`src/sv/fsos_isqrt.sv`:
```
module fsos_isqrt (
  input  logic        clk,
  input  logic        rst,
  input  logic        start,
  input  logic [63:0] v,
  output logic        busy,
  output logic [31:0] root
);
  logic [63:0] val;
  logic [63:0] res;
  logic [63:0] bitv;
  logic [63:0] sum;

  // two radicand bits per cycle
  assign sum  = res + bitv;
  assign root = res[31:0];

  always_ff @(posedge clk) begin
    if (rst) begin
      busy <= 1'b0;
    end else if (start) begin
      busy <= 1'b1;
      val  <= v;
      res  <= '0;
      bitv <= 64'h4000_0000_0000_0000;
    end else if (busy) begin
      if (val >= sum) begin
        val <= val - sum;
        res <= (res >> 1) + bitv;
      end else begin
        res <= res >> 1;
      end
      bitv <= bitv >> 2;
      busy <= (bitv[63:2] != '0);
    end
  end
endmodule

```
`config.mk`:
```
export PLATFORM = sky130hd
export DESIGN_NAME = fsos_isqrt
export DESIGN_NICKNAME = d
export VERILOG_FILES = /design/src/sv/fsos_isqrt.sv
export SDC_FILE = /design/constraint.sdc
export NUM_CORES = 1
export LEC_CHECK = 0
export BUFFER_PORTS_ARGS = -buffer_cell sky130_fd_sc_hd__buf_2
export CAP_MARGIN = 20
export CELL_PAD_IN_SITES_DETAIL_PLACEMENT = 1
export CELL_PAD_IN_SITES_GLOBAL_PLACEMENT = 1
export CORE_AREA = 2 2 193 195
export CTS_BUF_LIST = sky130_fd_sc_hd__clkbuf_8
export DETAILED_ROUTE_END_ITERATION = 7
export DIE_AREA = 0 0 195 197
export GPL_TIMING_DRIVEN = 0
export PLACE_DENSITY = 0.76
export SLEW_MARGIN = 20
export SYNTH_ARGS = -nofsm -noshare
export SYNTH_HDL_FRONTEND = slang
export SYNTH_SLANG_ARGS = --single-unit
```
`constraint.sdc`:
```
create_clock -name clk -period 7.9 [get_ports clk]
set_input_delay 0.79 -clock clk [delete_from_list [all_inputs] [get_ports clk]]
set_output_delay 0.79 -clock clk [all_outputs]
set_load 0.01 [all_outputs]
```
==> results of run 1 <==
[worst max path at each step]
stage               cells after the start     from       to  slack, ns
floorplan                              22   res[2]   val[0]       1.22
global placement                       19  res[26]  val[32]      -2.65
detailed placement                     21  res[26]  val[34]      -0.54
CTS                                    21  res[26]  val[36]       0.04
global route                           23  res[20]  val[36]      -0.01
finish                                 21  res[26]  val[36]       0.26
[synthesized netlist by cell type (all sizes together) (4+ instances only)]
master / number
nand2: 207
edfxtp: 160
o21ai: 160
a21oi: 139
nor2: 133
ha: 130
xor2: 88
xnor2: 68
a31oi: 62
clkbuf: 58
a21o: 55
nor2b: 55
nand3: 52
buf: 48
inv: 37
o21bai: 37
nand4: 36
a211oi: 34
o211ai: 25
nor3: 22
and2: 20
and3: 20
o21a: 18
or3: 18
nor4: 16
o31ai: 13
a21boi: 11
a31o: 10
nand2b: 9
a41oi: 7
and4: 7
a2111oi: 6
a311oi: 6
nand3b: 6
o22ai: 6
o31a: 6
or2: 6
a221oi: 5
o2111ai: 5
o221ai: 5
nor3b: 4
or4: 4
[through the flow]
stage | utilization [%] | instances | TNS, ns
after floorplan | - | 1856 | 0
after global placement | 46.36 | 2423 | -168.94
after detailed placement | 46.70 | 2427 | -23.49
after CTS | 47.77 | 2459 | 0
after global routing | 47.83 | 2460 | -0.07378
final | 47.84 | 2461 | 0
[kinds of logic after synthesis]
| family | count (synthesis) | share of synthesized area (%) |
|---|---|---|
| mux | 3 | 0.2069 |
| xor+xnor | 156 | 8.688 |
| buf+inv | 143 | 4.272 |
| fa+ha+maj | 131 | 10.47 |
| flops | 161 | 30.68 |
| compound gates | 641 | 26.52 |
| simple gates | 621 | 19.17 |
[flip-flops by register name, indices dropped and copies added (netlist names)]
signal,cells
res,64
val,64
bitv,32
busy,1
[worst max-delay path: cells and delay by family (launching register included)]
family	cells	cell delay [ns]
fa+ha+maj	2	0.77
buf+inv	4	1.12
simple gates	8	2.59
flops	1	0.56
compound gates	6	2.13
xor+xnor	1	0.17
[cells in the final DEF (no fill, tap or decap), types with 22 or more instances in the layout]
master / n
a21o_1: 55
inv_1: 37
o21ai_0: 152
o21bai_1: 36
edfxtp_1: 160
xor2_1: 88
a211oi_1: 33
o211ai_1: 24
nand2_1: 206
a21oi_1: 136
nand4_1: 36
clkbuf_1: 56
a31oi_1: 62
nor3_1: 22
nand3_1: 52
nor2_1: 133
nor2b_1: 55
buf_4: 32
buf_2: 110
ha_1: 130
xnor2_1: 68
[power groups by stage]
stage | sequential (mW) | clock [mW] | combinational [mW]
floorplan | 1.19 | 0 | 1.59
global placement | 1.24 | 0 | 2.16
detailed placement | 1.23 | 0 | 2.24
CTS | 1.21 | 0.628 | 2.26
global route | 1.23 | 0.655 | 2.51
finish | 1.21 | 0.616 | 2.29
[final cells by class]
type                       count  area, um2  area share, %
antenna                        1      2.502        0.01443
tap                          468      585.6          3.376
clock inverter                14      118.9         0.6852
inverter                      37      143.9         0.8295
clock buffer                  18      247.7          1.428
sequential                   161       4825          27.81
multi-input combinational   1552      10260          59.17
buffer                       106      534.3          3.080
timing repair buffer         104      625.6          3.606
[repair_timing]
item / 4_1_cts / 5_1_grt
pin swaps: 0 / 1
gates resized for setup: 3 / 1
endpoints found under the setup margin: 66 / 64
setup buffers: 0 / 1
gates cloned: 0 / 0
hold buffers: 0 / 0
[layer usage]
metal / track usage (%) / wire length (um) / up-vias
li1: - / - / 7238
met1: 39.21 / 25830 / 7617
met2: 53.90 / 28930 / 419
met3: 4.038 / 2592 / 86
met4: 11.08 / 1822 / 0
met5: 0 / 0 / -
==> metrics.txt, run 1 <==
mean post-synth cell area=8.473 um2; Filler cells=4425; top-area cell type share of the netlist area=30.55%; slowest cell on the critical path=a2111oi_4; Via Count=15360; Tightest Hold Check Type=input port to flop; gate count of the mapped netlist=1856; fin crit period=7.636 ns; Syn Nets=2054; Sink Count=161; Tot Pwr=4.116 mW; Clk pwr share=15.0%; Crit Reg-Reg Startpoint=res[26]; sw frac=47.01%; CP Class=flop to flop; gr ovfl total=0; CP max FO=19; final hold vios=0; 1st-pass router iterations=5; final-report setup violation count=0; Worst Reg-to-Reg Cells=21; Tot GR Track Use=30.90%; Worst setup EP type=flop; GP Congestion=0.9394; drt total wl=59180 um; flops & latches, synth=161; f_max=131.0 MHz; largest area contributor in the netlist=edfxtp_1; Setup Skew=0.02444 ns; Starting Density=43.37%; Slew @ Worst Pin=1.205 ns; global-route wire length before repair=91950 um; Post-synth EDFFs=160; r2r setup slk=0.26 ns; sequential area share after synthesis=30.68%; core footprint=36260 um2; Final HPWL DP=47090 um; Worst-path clk slew=0.11 ns; die width=195 um; Hold Path End=val[8]; drt drc=0; crit path DAT=7.89 ns; DP Area=16940 um2; total number of yosys warnings=0; WHS Path Cells=3; final worst slack=0.2643 ns; Switch Pwr=1.935 mW; IO Pins=100; Avg Vias per Cell=6.241; Final Cycle Share=96.65%; critical-path cell list=ha_1 > nand2_1 > nor4_2 > nand4_1 > a2111oi_4 > o21ai_0 > o21ai_0 > xnor2_1 > ha_1 > and2_1 > nand3_1 > nor2_1 > and3_1 > o211ai_1 > nand3_1 > o21ai_2 > buf_2 > buf_2 > a21oi_4 > buf_16 > buf_16; Hold Worst Slack=0.5643 ns; drt wl/cell=24.05 um; antenna-violating nets left=0; initial antenna violation count=0; clock tree buffer depth=2; cell area after synthesis=15730 um2; initial DRC count=951; post-place setup slack=-0.5384 ns; LEAKAGE=6.589 nW; CTS tree=done; Cell variety after synth=85; Max Slew Vio Count=0; depth of the CTS H-tree=4; CP Launch Type=flop; max-cap viol count=0; Seq pwr share=29.5%; Post-layout nets=2177; Layout area overhead=10.30%; top cells by area, synth=edfxtp_1 (31%), ha_1 (10%), nand2_1 (4.9%); FF-to-FF End=val[36]; design area=17350 um2; internal power=2.181 mW; Critical Path RT=8.16 ns; worst vdd ir=0.0001078 V; Num CTS Buffers=17; vias in the first global route=15960; outcome=finished, final reports clean; Die Span Y=197 um; Cell Pwr Density=237.3 nW/um2; Synth Flop Type=edfxtp_1; Die ar.=38420 um2; share of cells above drive strength 1=11.14%; post-synthesis async set-or-reset flop share=0%; delay of the slowest cell on the worst path=0.73 ns; largest net degree at the start of global routing=58; I/O Buffers=99; worst skew pair latency=0.50 ns; site row count=70; worst min-delay path startpoint=v[8]; worst rel slew slack=19.68%; Gate power share=55.5%; CTS root buffer=clkbuf_8
Note: power is estimated with default switching activity, not from simulation.
==> run 2, diff against run 1 <==
- CORE_AREA: 2 2 193 195 -> 2 2 183 185
- DIE_AREA: 0 0 195 197 -> 0 0 185 187
- PLACE_DENSITY: 0.76 -> 0.81
- clock period: 7.9 -> 7.8 ns (I/O delays scaled with it)
==> run 2 against run 1 <==
Compared with the run above:
- sequential power barely moved
- clock skew fell by 0.0044 ns
- core utilization rose by 5.1 points
- setup slack got worse by 0.086 ns
- via count rose by 2.1%
- first-iteration DRC count rose by 16%
- sequential cell count did not move
- register-to-register slack got worse by 0.09 ns
==> metrics.txt, run 2 (synthesis gave the netlist of run 1 again) <==
GP Congestion=0.9541 (was 0.9394); clock tree buffer depth=2 (unchanged); Worst setup EP type=flop (unchanged); area of the multi-input gates=10280 um2 (was 10260 um2); most frequent cells in the layout=nand2_1 (206), edfxtp_1 (160), o21ai_0 (152), a21oi_1 (136), nor2_1 (133) (unchanged); Starting Density=47.86% (was 43.37%); worst vdd ir=0.0001246 V (was 0.0001078 V); worst skew pair latency=0.53 ns (was 0.50 ns); Final HPWL DP=45540 um (was 47090 um); drt total wl=58310 um (was 59180 um); die width=185 um (was 195 um); Post-layout nets=2178 (was 2177); IO Pins=100 (unchanged); core footprint=32860 um2 (was 36260 um2); Cell Pwr Density=245.2 nW/um2 (was 237.3 nW/um2); CTS root buffer=clkbuf_8 (unchanged); Max Slew Vio Count=0 (unchanged); delay of the slowest cell on the worst path=0.55 ns (was 0.73 ns); Hold Path End=val[47] (was val[8]); share of cells above drive strength 1=11.29% (was 11.14%); largest registers=res x64, val x64, bitv x32 (unchanged); Via Count=15680 (was 15360); CTS tree=done (unchanged); FF-to-FF End=val[42] (was val[36]); Setup Skew=0.02004 ns (was 0.02444 ns); antenna-violating nets left=0 (unchanged); I/O Buffers=99 (unchanged); most common cell after layout, fill and taps aside=nand2_1 (unchanged); Layout area overhead=10.62% (was 10.30%); critical-path cell list=ha_1 > nand4_1 > o21ai_0 > o21bai_2 > a41oi_1 > o21ai_2 > a41o_1 > a21oi_1 > o311a_1 > ha_1 > clkbuf_1 > a21o_1 > a21o_1 > a21oi_1 > o21ai_1 > or2_2 > a31o_2 > o21ai_2 > buf_2 > buf_2 > a21oi_4 > buf_16 > buf_16 (was ha_1 > nand2_1 > nor4_2 > nand4_1 > a2111oi_4 > o21ai_0 > o21ai_0 > xnor2_1 > ha_1 > and2_1 > nand3_1 > nor2_1 > and3_1 > o211ai_1 > nand3_1 > o21ai_2 > buf_2 > buf_2 > a21oi_4 > buf_16 > buf_16); fin crit period=7.622 ns (was 7.636 ns); largest net degree at the start of global routing=81 (was 58); Post-CTS Hold Buffers=0 (unchanged); Final Cycle Share=97.71% (was 96.65%); Crit Reg-Reg Startpoint=res[20] (was res[26]); worst min-delay path startpoint=v[47] (was v[8]); register area=4825 um2 (unchanged); worst rel slew slack=15.93% (was 19.68%); RSZ-0062 raised after global routing=false; Avg Vias per Cell=6.422 (was 6.241); Worst Reg-to-Reg Cells=23 (was 21); 1st-pass router iterations=5 (unchanged); max-cap viol count=0 (unchanged); crit path DAT=7.89 ns (about the same); site row count=67 (was 70); Sink Count=161 (unchanged); Tightest Hold Check Type=input port to flop (unchanged); Hold Worst Slack=0.5362 ns (was 0.5643 ns); final-report setup violation count=0 (unchanged); final hold vios=0 (unchanged); f_max=131.2 MHz (was 131.0 MHz); depth of the CTS H-tree=4 (unchanged); gr ovfl total=0 (unchanged); LEAKAGE=6.628 nW (was 6.589 nW); Tot GR Track Use=33.48% (was 30.90%); Critical Path RT=8.07 ns (was 8.16 ns); DP Area=16910 um2 (was 16940 um2); ANT cells=0 (was 1); CP Launch Type=flop (unchanged); drt wl/cell=23.89 um (was 24.05 um); design area=17400 um2 (was 17350 um2); global-route wire length before repair=89690 um (was 91950 um); drt drc=0 (unchanged); Filler cells=4073 (was 4425); outcome=finished, final reports clean (unchanged); slowest cell on the critical path=edfxtp_1 (was a2111oi_4); Num CTS Buffers=17 (unchanged); WHS Path Cells=3 (unchanged); Worst-path clk slew=0.11 ns (about the same); Die ar.=34600 um2 (was 38420 um2); Die Span Y=187 um (was 197 um); r2r setup slk=0.18 ns (was 0.26 ns); CP Class=flop to flop (unchanged); Final Util=52.94% (was 47.84%); initial DRC count=1106 (was 951); vias in the first global route=15990 (was 15960); initial antenna violation count=1 (was 0); CP max FO=19 (unchanged); Slew @ Worst Pin=1.261 ns (was 1.205 ns)
run 2: final cells by class:
class / count / area share, %
buffer: 106 / 3.071
clock buffer: 19 / 1.503
clock inverter: 13 / 0.9350
inverter: 37 / 0.8271
multi-input combinational: 1552 / 59.07
sequential: 161 / 27.73
tap: 448 / 3.222
timing repair buffer: 105 / 3.639
run 2: per-stage QoR:
stage | total power, mW | instances | setup WS, ns | TNS, ns
2_1_floorplan | 2.814 | 1856 | 1.123 | 0
6_report | 4.265 | 2441 | 0.1783 | 0
3_3_place_gp | 3.403 | 2403 | -2.625 | -167.50
3_5_place_dp | 3.496 | 2407 | -0.5813 | -26.52
4_1_cts | 4.219 | 2441 | 0.3110 | 0
5_1_grt | 4.508 | 2441 | 0.006212 | 0
run 2: how the worst max path moves through the flow:
stage          startpoint      end  slack, ns  cells past startpoint
2_1_floorplan      res[2]   val[0]       1.12                     22
3_3_place_gp      res[26]  val[30]      -2.63                     19
3_5_place_dp      res[26]  val[32]      -0.58                     21
4_1_cts            res[2]  val[42]       0.31                     24
5_1_grt            res[8]  val[42]      0.006                     23
6_report          res[20]  val[42]       0.18                     23
run 2: what timing repair did:
item	4_1_cts	5_1_grt
pin swaps	1	0
setup buffers	2	0
setup endpoints to repair	74	43
endpoints found under the hold margin	0	0
resized for setup	4	2
run 2: report_power, final:
group	total, mW	switching [mW]	internal [mW]
registers	1.23	0.114	1.12
clock network	0.717	0.383	0.333
logic	2.32	1.48	0.836
run 2: worst max-delay path: cells and delay by family, from the launching register on:
kind,cells,cell delay (ns)
buffers and inverters,5,1.31
AND/OR/NAND/NOR,2,0.58
AO/OA/AOI/OAI,14,4.14
flip-flops,1,0.55
adder cells (fa/ha/maj),2,0.77
run 2: routing by layer:
| metal | share of wire (%) | global-route usage, % |
|---|---|---|
| met1 | 42 | 42.74 |
| met2 | 48 | 56.55 |
| met3 | 5.5 | 4.517 |
| met5 | 0.022 | 0 |
| met4 | 3.8 | 14.19 |
