===== config.mk =====
export PLATFORM = sky130hd
export DESIGN_NAME = fsos_div
export DESIGN_NICKNAME = d
export VERILOG_FILES = /design/src/sv/fsos_div.sv
export SDC_FILE = /design/constraint.sdc
export NUM_CORES = 1
export LEC_CHECK = 0
export BUFFER_PORTS_ARGS = -buffer_cell sky130_fd_sc_hd__buf_2
export CELL_PAD_IN_SITES_DETAIL_PLACEMENT = 1
export CELL_PAD_IN_SITES_GLOBAL_PLACEMENT = 1
export CORE_MARGIN = 5
export CORE_UTILIZATION = 30
export DETAILED_ROUTE_END_ITERATION = 10
export PLACE_DENSITY = 0.68
export SLEW_MARGIN = 5
export SYNTH_ARGS = -nofsm -noshare
export SYNTH_HDL_FRONTEND = slang
export SYNTH_SLANG_ARGS = --single-unit

===== constraint.sdc =====
create_clock -name clk -period 11.4 [get_ports clk]
set_input_delay 1.14 -clock clk [delete_from_list [all_inputs] [get_ports clk]]
set_output_delay 1.14 -clock clk [all_outputs]
set_load 0.1 [all_outputs]

===== src/sv/fsos_div.sv =====
module fsos_div #(
  parameter int NW = 65,
  parameter int DW = 64
) (
  input  logic          clk,
  input  logic          rst,
  input  logic          start,
  input  logic [NW-1:0] num,
  input  logic [DW-1:0] den,
  output logic          busy,
  output logic [NW-1:0] quo
);
  localparam int CW = $clog2(NW + 1);

  logic [NW-1:0] acc;
  logic [DW-1:0] rem;
  logic [DW-1:0] den_r;
  logic [CW-1:0] cnt;
  logic [DW:0]   trial;
  logic [DW:0]   diff;
  logic          fits;

  // one quotient bit per cycle, restoring
  assign trial = {rem, acc[NW-1]};
  assign diff  = trial - {1'b0, den_r};
  assign fits  = (trial >= {1'b0, den_r});
  assign quo   = acc;

  always_ff @(posedge clk) begin
    if (rst) begin
      busy <= 1'b0;
      cnt  <= '0;
    end else if (start) begin
      busy  <= 1'b1;
      cnt   <= CW'(NW);
      acc   <= num;
      rem   <= '0;
      den_r <= den;
    end else if (busy) begin
      acc <= {acc[NW-2:0], fits};
      rem <= fits ? diff[DW-1:0] : trial[DW-1:0];
      cnt <= cnt - CW'(1);
      if (cnt == CW'(1)) begin
        busy <= 1'b0;
      end
    end
  end
endmodule


==> qor.yml, run 1 <==
yosys:
  seq_area_frac_synth_pct: 49.9
  synth.area.top_cells: "edfxtp_1, ha_1, mux2_2, a21oi_1, nand2_1"
  synth_xor_area_share_pct: 4.19
  synth_top_family_by_area: "compound AO/OA/AOI/OAI gates"
  synth_ff_type: "edfxtp_1"
  synthAdderAreaFrac_pct: 7.09
  yosysTopAreaCell: "edfxtp_1"
  async_flop_share_pct: 0
  netlist_area_um2: 11900
  yosysMostFrequentCell: "edfxtp_1"
  syn_nets: 1328
  synth_edf_count: 193
  synthSimpleGateAreaFrac_pct: 11.6
  ys_seq_elements: 201
  ys_warn_count: 0
  synth_compound_area_share_pct: 16.1
  yosysTopAreaCellShare_pct: 48.6
  yosys-top-cells-count: "edfxtp_1, nand2_1, a21oi_1, inv_1, ha_1"
  netlist_instances: 1129
  netlist-cell-type-count: 68
  synth.mux.area_fraction_pct: 6.14
  syn_avg_cell_area_um2: 10.6
clock_tree:
  clk_pin_slew_worst_paths_ps: 60
  cts_resized: 0
  htreeDepth: 1
  numCtsBuffers: 26
  cts_tree: "built"
  clock_latency_ps: 570
  ctsHoldBuffers: 0
  cts_sinks: 201
  cts_root_buf: "clkbuf_16"
  cts_buffer_depth: 3
  cts_setup_buffers: 0
sta:
  tightestPinTransition_ps: 1000
  rsz0062_at_grt: "no"
  timing.hold.ws_ps: 512
  maxSlewViolCount: 0
  fin_setup_tns_ps: 0
  slew_headroom_pct: 33.1
  fin_crit_ps: 4260
  clock.fmax_ghz: 0.235
  post-route-period-util_pct: 37.3
  finClkSkew_ps: 35.3
  hold_viol: 0
  setup_violations: 0
routing:
  drt-initial-drc-count: 394
  postRouteAntennaNets: 0
  routed_wl_um: 34900
  viasPerCell: 5.04
  drt-wirelength-per-cell_um: 18.8
  num_vias: 9343
  drt_first_pass_iters: 5
  drc: 0
outcome:
  outcome: "finished clean"
global_routing:
  antenna_found_initial: 7
  grt_pass1_vias: 9867
  grt_start_max_net_pins: 72
  grt_pass1_wl_um: 54700
  grt_use_total_pct: 15.3
  overflow: 0
final_layout:
  fill_cells: 4456
  final_cells: 1853
  final_nets: 1505
  final_layout_size_suffix_gt1_share_pct: 25.3
  design_area_um2: 14300
  area_delta_synth_final_pct: 19.6
worst_setup_path:
  critPathLaunchType: "flop"
  critPathBufInv: 2
  cpPeakStageDelay_ps: 840
  cpMostUsedCell: "o31a_1"
  critical_path_class: "reg2reg"
  r2r_cells: 13
  crit_cells: 13
  crit_fanout: 30
  cp_top_family: "compound AO/OA/AOI/OAI gates"
  crit_required_ps: 11650
  crit_chain: "inv_1 -> ha_1 -> nor2b_4 -> o31a_1 -> o31a_1 -> o2111a_1 -> o2111a_2 -> o21ai_2 -> nand2_2 -> a41oi_4 -> buf_4 -> or3b_2 -> a21oi_1"
  cp-end-kind: "flop"
  critPathArrivalTime_ps: 4500
  critPathSlowestCell: "a41oi_4"
place:
  place_hpwl_um: 25600
  place.gp.congestion: 0.857
  io_buffer_count: 197
  dpl-instance-area_um2: 13400
  dp_cells: 1803
floorplan:
  num_io_pins: 198
  placementRows: 73
  die-area_um2: 43800
  initial_core_util_pct: 30.2
  die_y_um: 209
  core_um2: 39500
  die_x_um: 209
worst_hold_path:
  whs_path_depth: 2
  hold_path_class: "reg2reg"
pwr:
  power_uw: 2440
  vdd.ir_drop.worst_uv: 94.7
  power.density_nw_per_um2: 171
  p_leak_uw: 0.00582
job:
  maxCapViolations: 0
==> registers in the layout, indices dropped and copies added (netlist names) <==
name / count
rem: 64
cnt: 7
busy: 1
quo: 65
den_r: 64
==> per-stage QoR <==
stage / util (%) / worst slack (ps)
global placement: 33.9 / 7170
global route: 36.1 / 6900
detailed placement: 33.9 / 7170
floorplan: - / 3360
finish: 36.1 / 7140
CTS: 36.1 / 7110
==> power by group <==
part           total, µW  switching [µW]  internal [µW]
clock network        832             341            491
registers            923            32.0            891
logic                689             457            232
==> worst paths after layout <==
kind	slack, ps	endpoint	startpoint
setup / recovery	7140	rem[20]	den_r[1]
hold / removal	510	cnt[1]	cnt[1]
setup reg to reg	7140	rem[20]	den_r[1]
hold reg to reg	510	cnt[1]	cnt[1]
==> area by class of cell <==
class / count / area (µm²) / area share [%]
Antenna cell: 2 / 5.00 / 0.0351
Timing Repair Buffer: 203 / 1030 / 7.25
Sequential cell: 201 / 5960 / 41.8
Clock inverter: 16 / 184 / 1.29
Clock buffer: 32 / 673 / 4.72
Multi-Input combinational cell: 785 / 5420 / 38.0
Inverter: 89 / 334 / 2.34
Tap cell: 525 / 657 / 4.61
==> placed cells by master (no fill, tap or decap), types with 8 or more instances in the layout <==
cell type	count
nand2_1	136
a31oi_1	8
ha_1	66
dfxtp_1	8
clkinv_2	8
clkbuf_16	26
xor2_1	22
nand3_1	19
o21a_1	10
nand4_1	17
o21ai_0	46
a21oi_1	117
buf_2	196
a21o_1	31
nor3_1	17
nand3b_1	8
xnor2_1	35
a211oi_2	10
nor2_1	57
o21bai_1	13
mux2_2	65
inv_1	89
edfxtp_1	193
==> layer usage <==
metal / global-route usage [%] / vias to the layer above / wire, µm
met3: 4.51 / 53 / 2420
met2: 25.8 / 238 / 16300
met4: 3.13 / 10 / 666
met5: 0 / - / 62
met1: 19.7 / 4544 / 15400
li1: - / 4498 / -
==> kinds of logic (layout without fill, tap and decap cells) <==
logic type,Yosys count,after routing
and+or+nand+nor,300,300
other,0,2
xor gates and xnor gates,57,57
DFF,201,201
adders and majority gates,67,67
muxes,65,65
AOI/OAI and AO/OA,296,296
buffers and inverters,143,340
==> tightest hold or removal path, cell delays in order (launching register included) <==
cell,delay [ps]
dfxtp_1,330
nor2_1,80
a2111oi_0,60
No activity file was read; power rests on OpenSTA's default activity.
==> inputs of run 2 (changes only) <==
- ABC_AREA: default -> 1
- PLACE_DENSITY: 0.68 -> 0.72
- clock period: 11.4 -> 4.2 ns (I/O delays scaled with it)
==> run 2 against run 1 <==
Against the previous run:
- combinational power grew to 3.5 times the previous value
- wire length is 48% higher
- largest power group unchanged
- largest cell class is now multi-input gates
- synthesized area is 22% higher
- count of clock-buffer cells in the layout is 1 lower
==> qor.yml, run 2 <==
sta:
  timing.hold.ws_ps: 30.1
  slew_headroom_pct: 35.8
  hold_viol: 0
  fin_crit_ps: 3700
  finalWorstSetupSlack_ps: 497
  setup_violations: 0
  clock.fmax_ghz: 0.270
  maxSlewViolCount: 0
  finClkSkew_ps: 17.4
  fin_setup_tns_ps: 0
  rsz0062_at_grt: "no"
  post-route-period-util_pct: 88.2
  tightestPinTransition_ps: 962
yosys:
  synth_edf_count: 193
  netlist_area_um2: 14600
  syn_nets: 2362
  synth.area.top_cells: "edfxtp_1, nand2_1, inv_1, ha_1, nor2_1"
  yosys-top-cells-count: "nand2_1, inv_1, nor2_1, edfxtp_1, ha_1"
  yosysTopAreaCellShare_pct: 39.8
  netlist-cell-type-count: 37
  async_flop_share_pct: 0
  ys_warn_count: 0
  netlist_instances: 2163
  ys_seq_elements: 201
  yosysTopAreaCell: "edfxtp_1"
  syn_avg_cell_area_um2: 6.73
  synth_ff_type: "edfxtp_1"
  yosysMostFrequentCell: "nand2_1"
  seq_area_frac_synth_pct: 40.9
global_routing:
  grt_pass1_vias: 14600
  antenna_found_initial: 1
  grt_use_total_pct: 18.9
  overflow: 0
  grt_start_max_net_pins: 70
  busiest_layer: "met2"
  met1_usage_pct: 24.8
  grt.met2_usage_pct: 32.5
  grt_pass1_wl_um: 80200
  grtUsageMet3_pct: 3.32
place:
  dp_slack_ps: 283
  place.gp.congestion: 0.999
  place_hpwl_um: 40600
  io_buffer_count: 197
final_layout:
  largest_reg_flops: 65
  area_delta_synth_final_pct: 19.8
  mostFrequentLayoutCell: "nand2_1"
  seq_area_um2: 5960
  final_cell_mix: "nand2_1, inv_1, nor2_1"
  num_antenna_cells: 0
  multi_input_area_um2: 6740
  final_nets: 2593
  final_layout_size_suffix_gt1_share_pct: 11.4
  fill_cells: 6186
  finish.utilization_pct: 36.4
clock_tree:
  cts_sinks: 201
  cts_resized: 0
  cts_buffer_depth: 3
  htreeDepth: 1
  cts_root_buf: "clkbuf_16"
  clock_latency_ps: 580
  cts_tree: "built"
  numCtsBuffers: 26
  cts_setup_buffers: 0
  clk_pin_slew_worst_paths_ps: 60
worst_setup_path:
  r2r-end: "rem[29]"
  critPathLaunchType: "flop"
  cp-end-kind: "flop"
  rrSetupSlack_ps: 500
  r2r-start: "rem[44]"
  critical_path_class: "reg2reg"
  critPathArrivalTime_ps: 4130
  r2r_cells: 14
  crit_required_ps: 4620
  crit_fanout: 31
pwr:
  p_int_uw: 4420
  p_leak_uw: 0.00959
  vdd.ir_drop.worst_uv: 385
  seq_power_share_pct: 34.9
  clkPwrFrac_pct: 31.5
  comb_power_share_pct: 33.6
  switching_share_pct: 38.5
  p_sw_uw: 2770
  power.density_nw_per_um2: 412
  power_uw: 7190
floorplan:
  core_um2: 47800
  placementRows: 80
  die-area_um2: 53000
  die_y_um: 230
  initial_core_util_pct: 30.4
  die_x_um: 230
  num_io_pins: 198
worst_hold_path:
  holdPathEnd: "den_r[22]"
  min_from: "den[22]"
  hold_path_class: "in2reg"
  whs_path_depth: 1
job:
  maxCapViolations: 0
routing:
  postRouteAntennaNets: 0
  drt-initial-drc-count: 798
  drt_first_pass_iters: 4
  routed_wl_um: 51700
  num_vias: 13800
  drt-wirelength-per-cell_um: 17.1
  drc: 0
  viasPerCell: 4.56
outcome:
  outcome: "finished clean"
[run 2: cell count changes after synthesis, sizes merged, moves of 33 or more]
cell,previous run,this run
nand2,137,967
nand3,19,59
mux2,65,0
nor2,58,220
nand3b,8,44
inv,89,454
o21ai,51,11
a21oi,118,32
xnor2,35,2
[run 2: metrics by stage]
stage	std cells	instance area [µm²]
2_1_floorplan	2163	14600
3_3_place_gp	2946	16200
3_5_place_dp	2946	16200
4_1_cts	3028	17400
5_1_grt	3029	17400
6_report	3029	17400
[run 2: metal layers]
layer  wire, µm  vias up
met5          0        -
met4       1210        0
met3       2820       64
met2      24100      297
met1      23500     6499
li1           -     6963
[run 2: worst max-delay path by stage]
stage / slack, ps / cells after the start / start / endpoint
after global placement: 480 / 14 / rem[18] / rem[15]
after global routing: 270 / 14 / rem[44] / rem[3]
after CTS: 240 / 14 / rem[18] / rem[29]
after detailed placement: 280 / 14 / rem[44] / rem[3]
final: 500 / 14 / rem[44] / rem[29]
after floorplan: 270 / 2 / busy / quo[0]
[run 2: final cells by class]
| cell class | count | share of cell area (%) |
|---|---|---|
| clock buffer | 31 | 4.01 |
| multi-input combinational | 1470 | 38.7 |
| clock inverter | 17 | 0.962 |
| sequential | 201 | 34.2 |
| inverter | 456 | 9.83 |
| timing repair buffer | 239 | 7.95 |
| tap | 615 | 4.41 |
[run 2: kinds of logic (layout without fill, tap and decap cells)]
group,Yosys count,in the layout,share of synthesized area (%)
xor gates and xnor gates,33,33,1.99
and+or+nand+nor,1323,1324,36.7
AOI/OAI and AO/OA,46,46,1.64
adders and majority gates,67,67,5.81
DFF,201,201,40.9
buffers and inverters,493,743,13.0
[run 2: repair_timing]
action	CTS	global route
setup endpoints to repair	0	1
hold endpoints to repair	34	0
hold buffers	34	0
[run 2: worst max-delay path, cell delays in order (launching register included)]
cell,delay [ps]
edfxtp_1,390
ha_1,440
nand2_1,160
nor2_1,110
nand2_1,140
nor2_1,80
nand2_1,110
nor2_1,60
nor2_1,130
nand2_2,140
nor2_4,580
nand2_8,320
inv_2,630
nor2_1,120
nor2_1,140
[run 2: power groups by stage]
| stage | clock [µW] | combinational (µW) | sequential [µW] |
|---|---|---|---|
| finish | 2270 | 2420 | 2510 |
| global route | 2420 | 2690 | 2530 |
| CTS | 2340 | 2420 | 2510 |
| detailed placement | 0 | 2380 | 2550 |
| global placement | 0 | 2340 | 2540 |
| floorplan | 0 | 1400 | 2840 |
==> inputs of run 3 (changes only) <==
- ABC_AREA: 1 -> 0
- PLACE_DENSITY: 0.72 -> 0.68
- SETUP_SLACK_MARGIN: default -> 0.5
==> run 3 against run 2 <==
Against the previous run:
- total power decreased by 6.5%
- highest routed layer is now met5
- count of clock-buffer cells in the layout rose by 5
- sequential power barely moved
- clock power about the same
- clock skew up 9.7 ps
- cell count down 38%
- wire length down 31%
==> qor.yml, run 3 (synthesis gave the netlist of run 1 again) <==
final_layout:
  final_layout_size_suffix_gt1_share_pct: 25.8
  area_delta_synth_final_pct: 23.5
  finish.utilization_pct: 37.2
  fill_cells: 4484
  seq_area_um2: 5960
  largest_reg_flops: 65
  mostFrequentLayoutCell: "buf_2"
  final_cell_mix: "buf_2, edfxtp_1, nand2_1"
  final_nets: 1540
  multi_input_area_um2: 5470
sta:
  tightestPinTransition_ps: 884
  clock.fmax_ghz: 0.282
  slew_headroom_pct: 41.1
  fin_setup_tns_ps: 0
  finClkSkew_ps: 27.2
  post-route-period-util_pct: 84.3
  timing.hold.ws_ps: 36.0
  setup_violations: 0
  rsz0062_at_grt: "yes"
  hold_viol: 0
  fin_crit_ps: 3540
  finalWorstSetupSlack_ps: 658
  maxSlewViolCount: 0
routing:
  drt_first_pass_iters: 4
  drt-initial-drc-count: 287
  viasPerCell: 4.98
  num_vias: 9416
  routed_wl_um: 35700
  postRouteAntennaNets: 0
  drc: 0
  drt-wirelength-per-cell_um: 18.9
floorplan:
  placementRows: 73
  initial_core_util_pct: 30.2
  core_um2: 39500
  die-area_um2: 43800
  die_x_um: 209
  num_io_pins: 198
  die_y_um: 209
place:
  dp_slack_ps: 325
  place_hpwl_um: 26000
  io_buffer_count: 197
  place.gp.congestion: 0.875
worst_setup_path:
  rrSetupSlack_ps: 660
  r2r-end: "rem[54]"
  crit_required_ps: 4490
  critPathLaunchType: "flop"
  r2r_cells: 11
  crit_fanout: 16
  critPathSlowestCell: "a41o_4"
  cp_top_family: "compound AO/OA/AOI/OAI gates"
  cpMostUsedCell: "o31a_1"
  critPathBufInv: 0
  critPathArrivalTime_ps: 3830
  r2r-start: "rem[0]"
  cpPeakStageDelay_ps: 420
  crit_chain: "ha_1 -> nor2b_4 -> o31a_1 -> o31a_1 -> o2111a_1 -> o2111a_2 -> o21ai_2 -> nand2_2 -> a41o_4 -> nand2b_1 -> o21ai_0"
  critical_path_class: "reg2reg"
  cp-end-kind: "flop"
clock_tree:
  numCtsBuffers: 26
  clk_pin_slew_worst_paths_ps: 60
  clock_latency_ps: 570
  htreeDepth: 1
  cts_root_buf: "clkbuf_16"
  cts_buffer_depth: 3
  cts_tree: "built"
  cts_sinks: 201
global_routing:
  grt_start_max_net_pins: 88
  antenna_found_initial: 3
  grt_use_total_pct: 15.7
  grt_pass1_vias: 10300
  grt_pass1_wl_um: 56600
  overflow: 0
job:
  maxCapViolations: 0
worst_hold_path:
  whs_path_depth: 1
  holdPathEnd: "den_r[17]"
  min_from: "den[17]"
  hold_path_class: "in2reg"
outcome:
  outcome: "finished clean"
pwr:
  power.density_nw_per_um2: 457
  power_uw: 6730
  p_leak_uw: 0.00601
  vdd.ir_drop.worst_uv: 366
run 3: worst max-delay path by stage:
stage | to | cells past startpoint | startpoint | slack [ps]
2_1_floorplan | rem[58] | 13 | quo[64] | 540
3_3_place_gp | rem[54] | 11 | rem[51] | 400
3_5_place_dp | rem[54] | 11 | rem[53] | 320
4_1_cts | rem[54] | 11 | rem[53] | 580
5_1_grt | rem[20] | 12 | rem[0] | 490
6_report | rem[54] | 11 | rem[0] | 660
run 3: final cells by class:
class                      instances  share of cell area (%)
multi-input combinational        786                    37.2
antenna                            3                  0.0510
inverter                          89                    2.27
sequential                       201                    40.5
clock buffer                      36                    4.95
timing repair buffer             237                    9.78
clock inverter                    12                   0.884
tap                              525                    4.46
run 3: power breakdown:
part | internal, µW | switching [µW] | leakage [µW]
combinational | 694 | 1280 | 0.00368
clock | 1330 | 919 | 0.000422
sequential | 2420 | 85.2 | 0.00191
run 3: what timing repair did:
action / 4_1_cts / 5_1_grt
setup buffers: 0 / 3
cloned: 0 / 2
endpoints found under the setup margin: 25 / 49
hold buffers: 22 / 0
hold endpoints to repair: 22 / 0
resized for setup: 2 / 12
pin swaps: 0 / 2
run 3: metrics by stage:
stage,instance area [µm²],cells
finish,14700,1889
global route,14700,1886
CTS,14600,1881
detailed placement,13500,1811
global placement,13500,1811
floorplan,11900,1129
run 3: routing by layer:
metal  vias up  global-route usage, %  part of all wire [%]
li1       4564                      -                     -
met1      4552                   20.0                    44
met2       259                   26.8                    47
met3        39                   4.68                   7.2
met4         2                   3.17                   1.8
met5         -                      0                 0.025
run 3: worst register-to-register path, stage by stage (launching register included):
cell and delay, ps:
edfxtp_1 410, ha_1 330, nor2b_4 140, o31a_1 280, o31a_1 290, o2111a_1 320
o2111a_2 310, o21ai_2 180, nand2_2 150, a41o_4 420, nand2b_1 260, o21ai_0 170
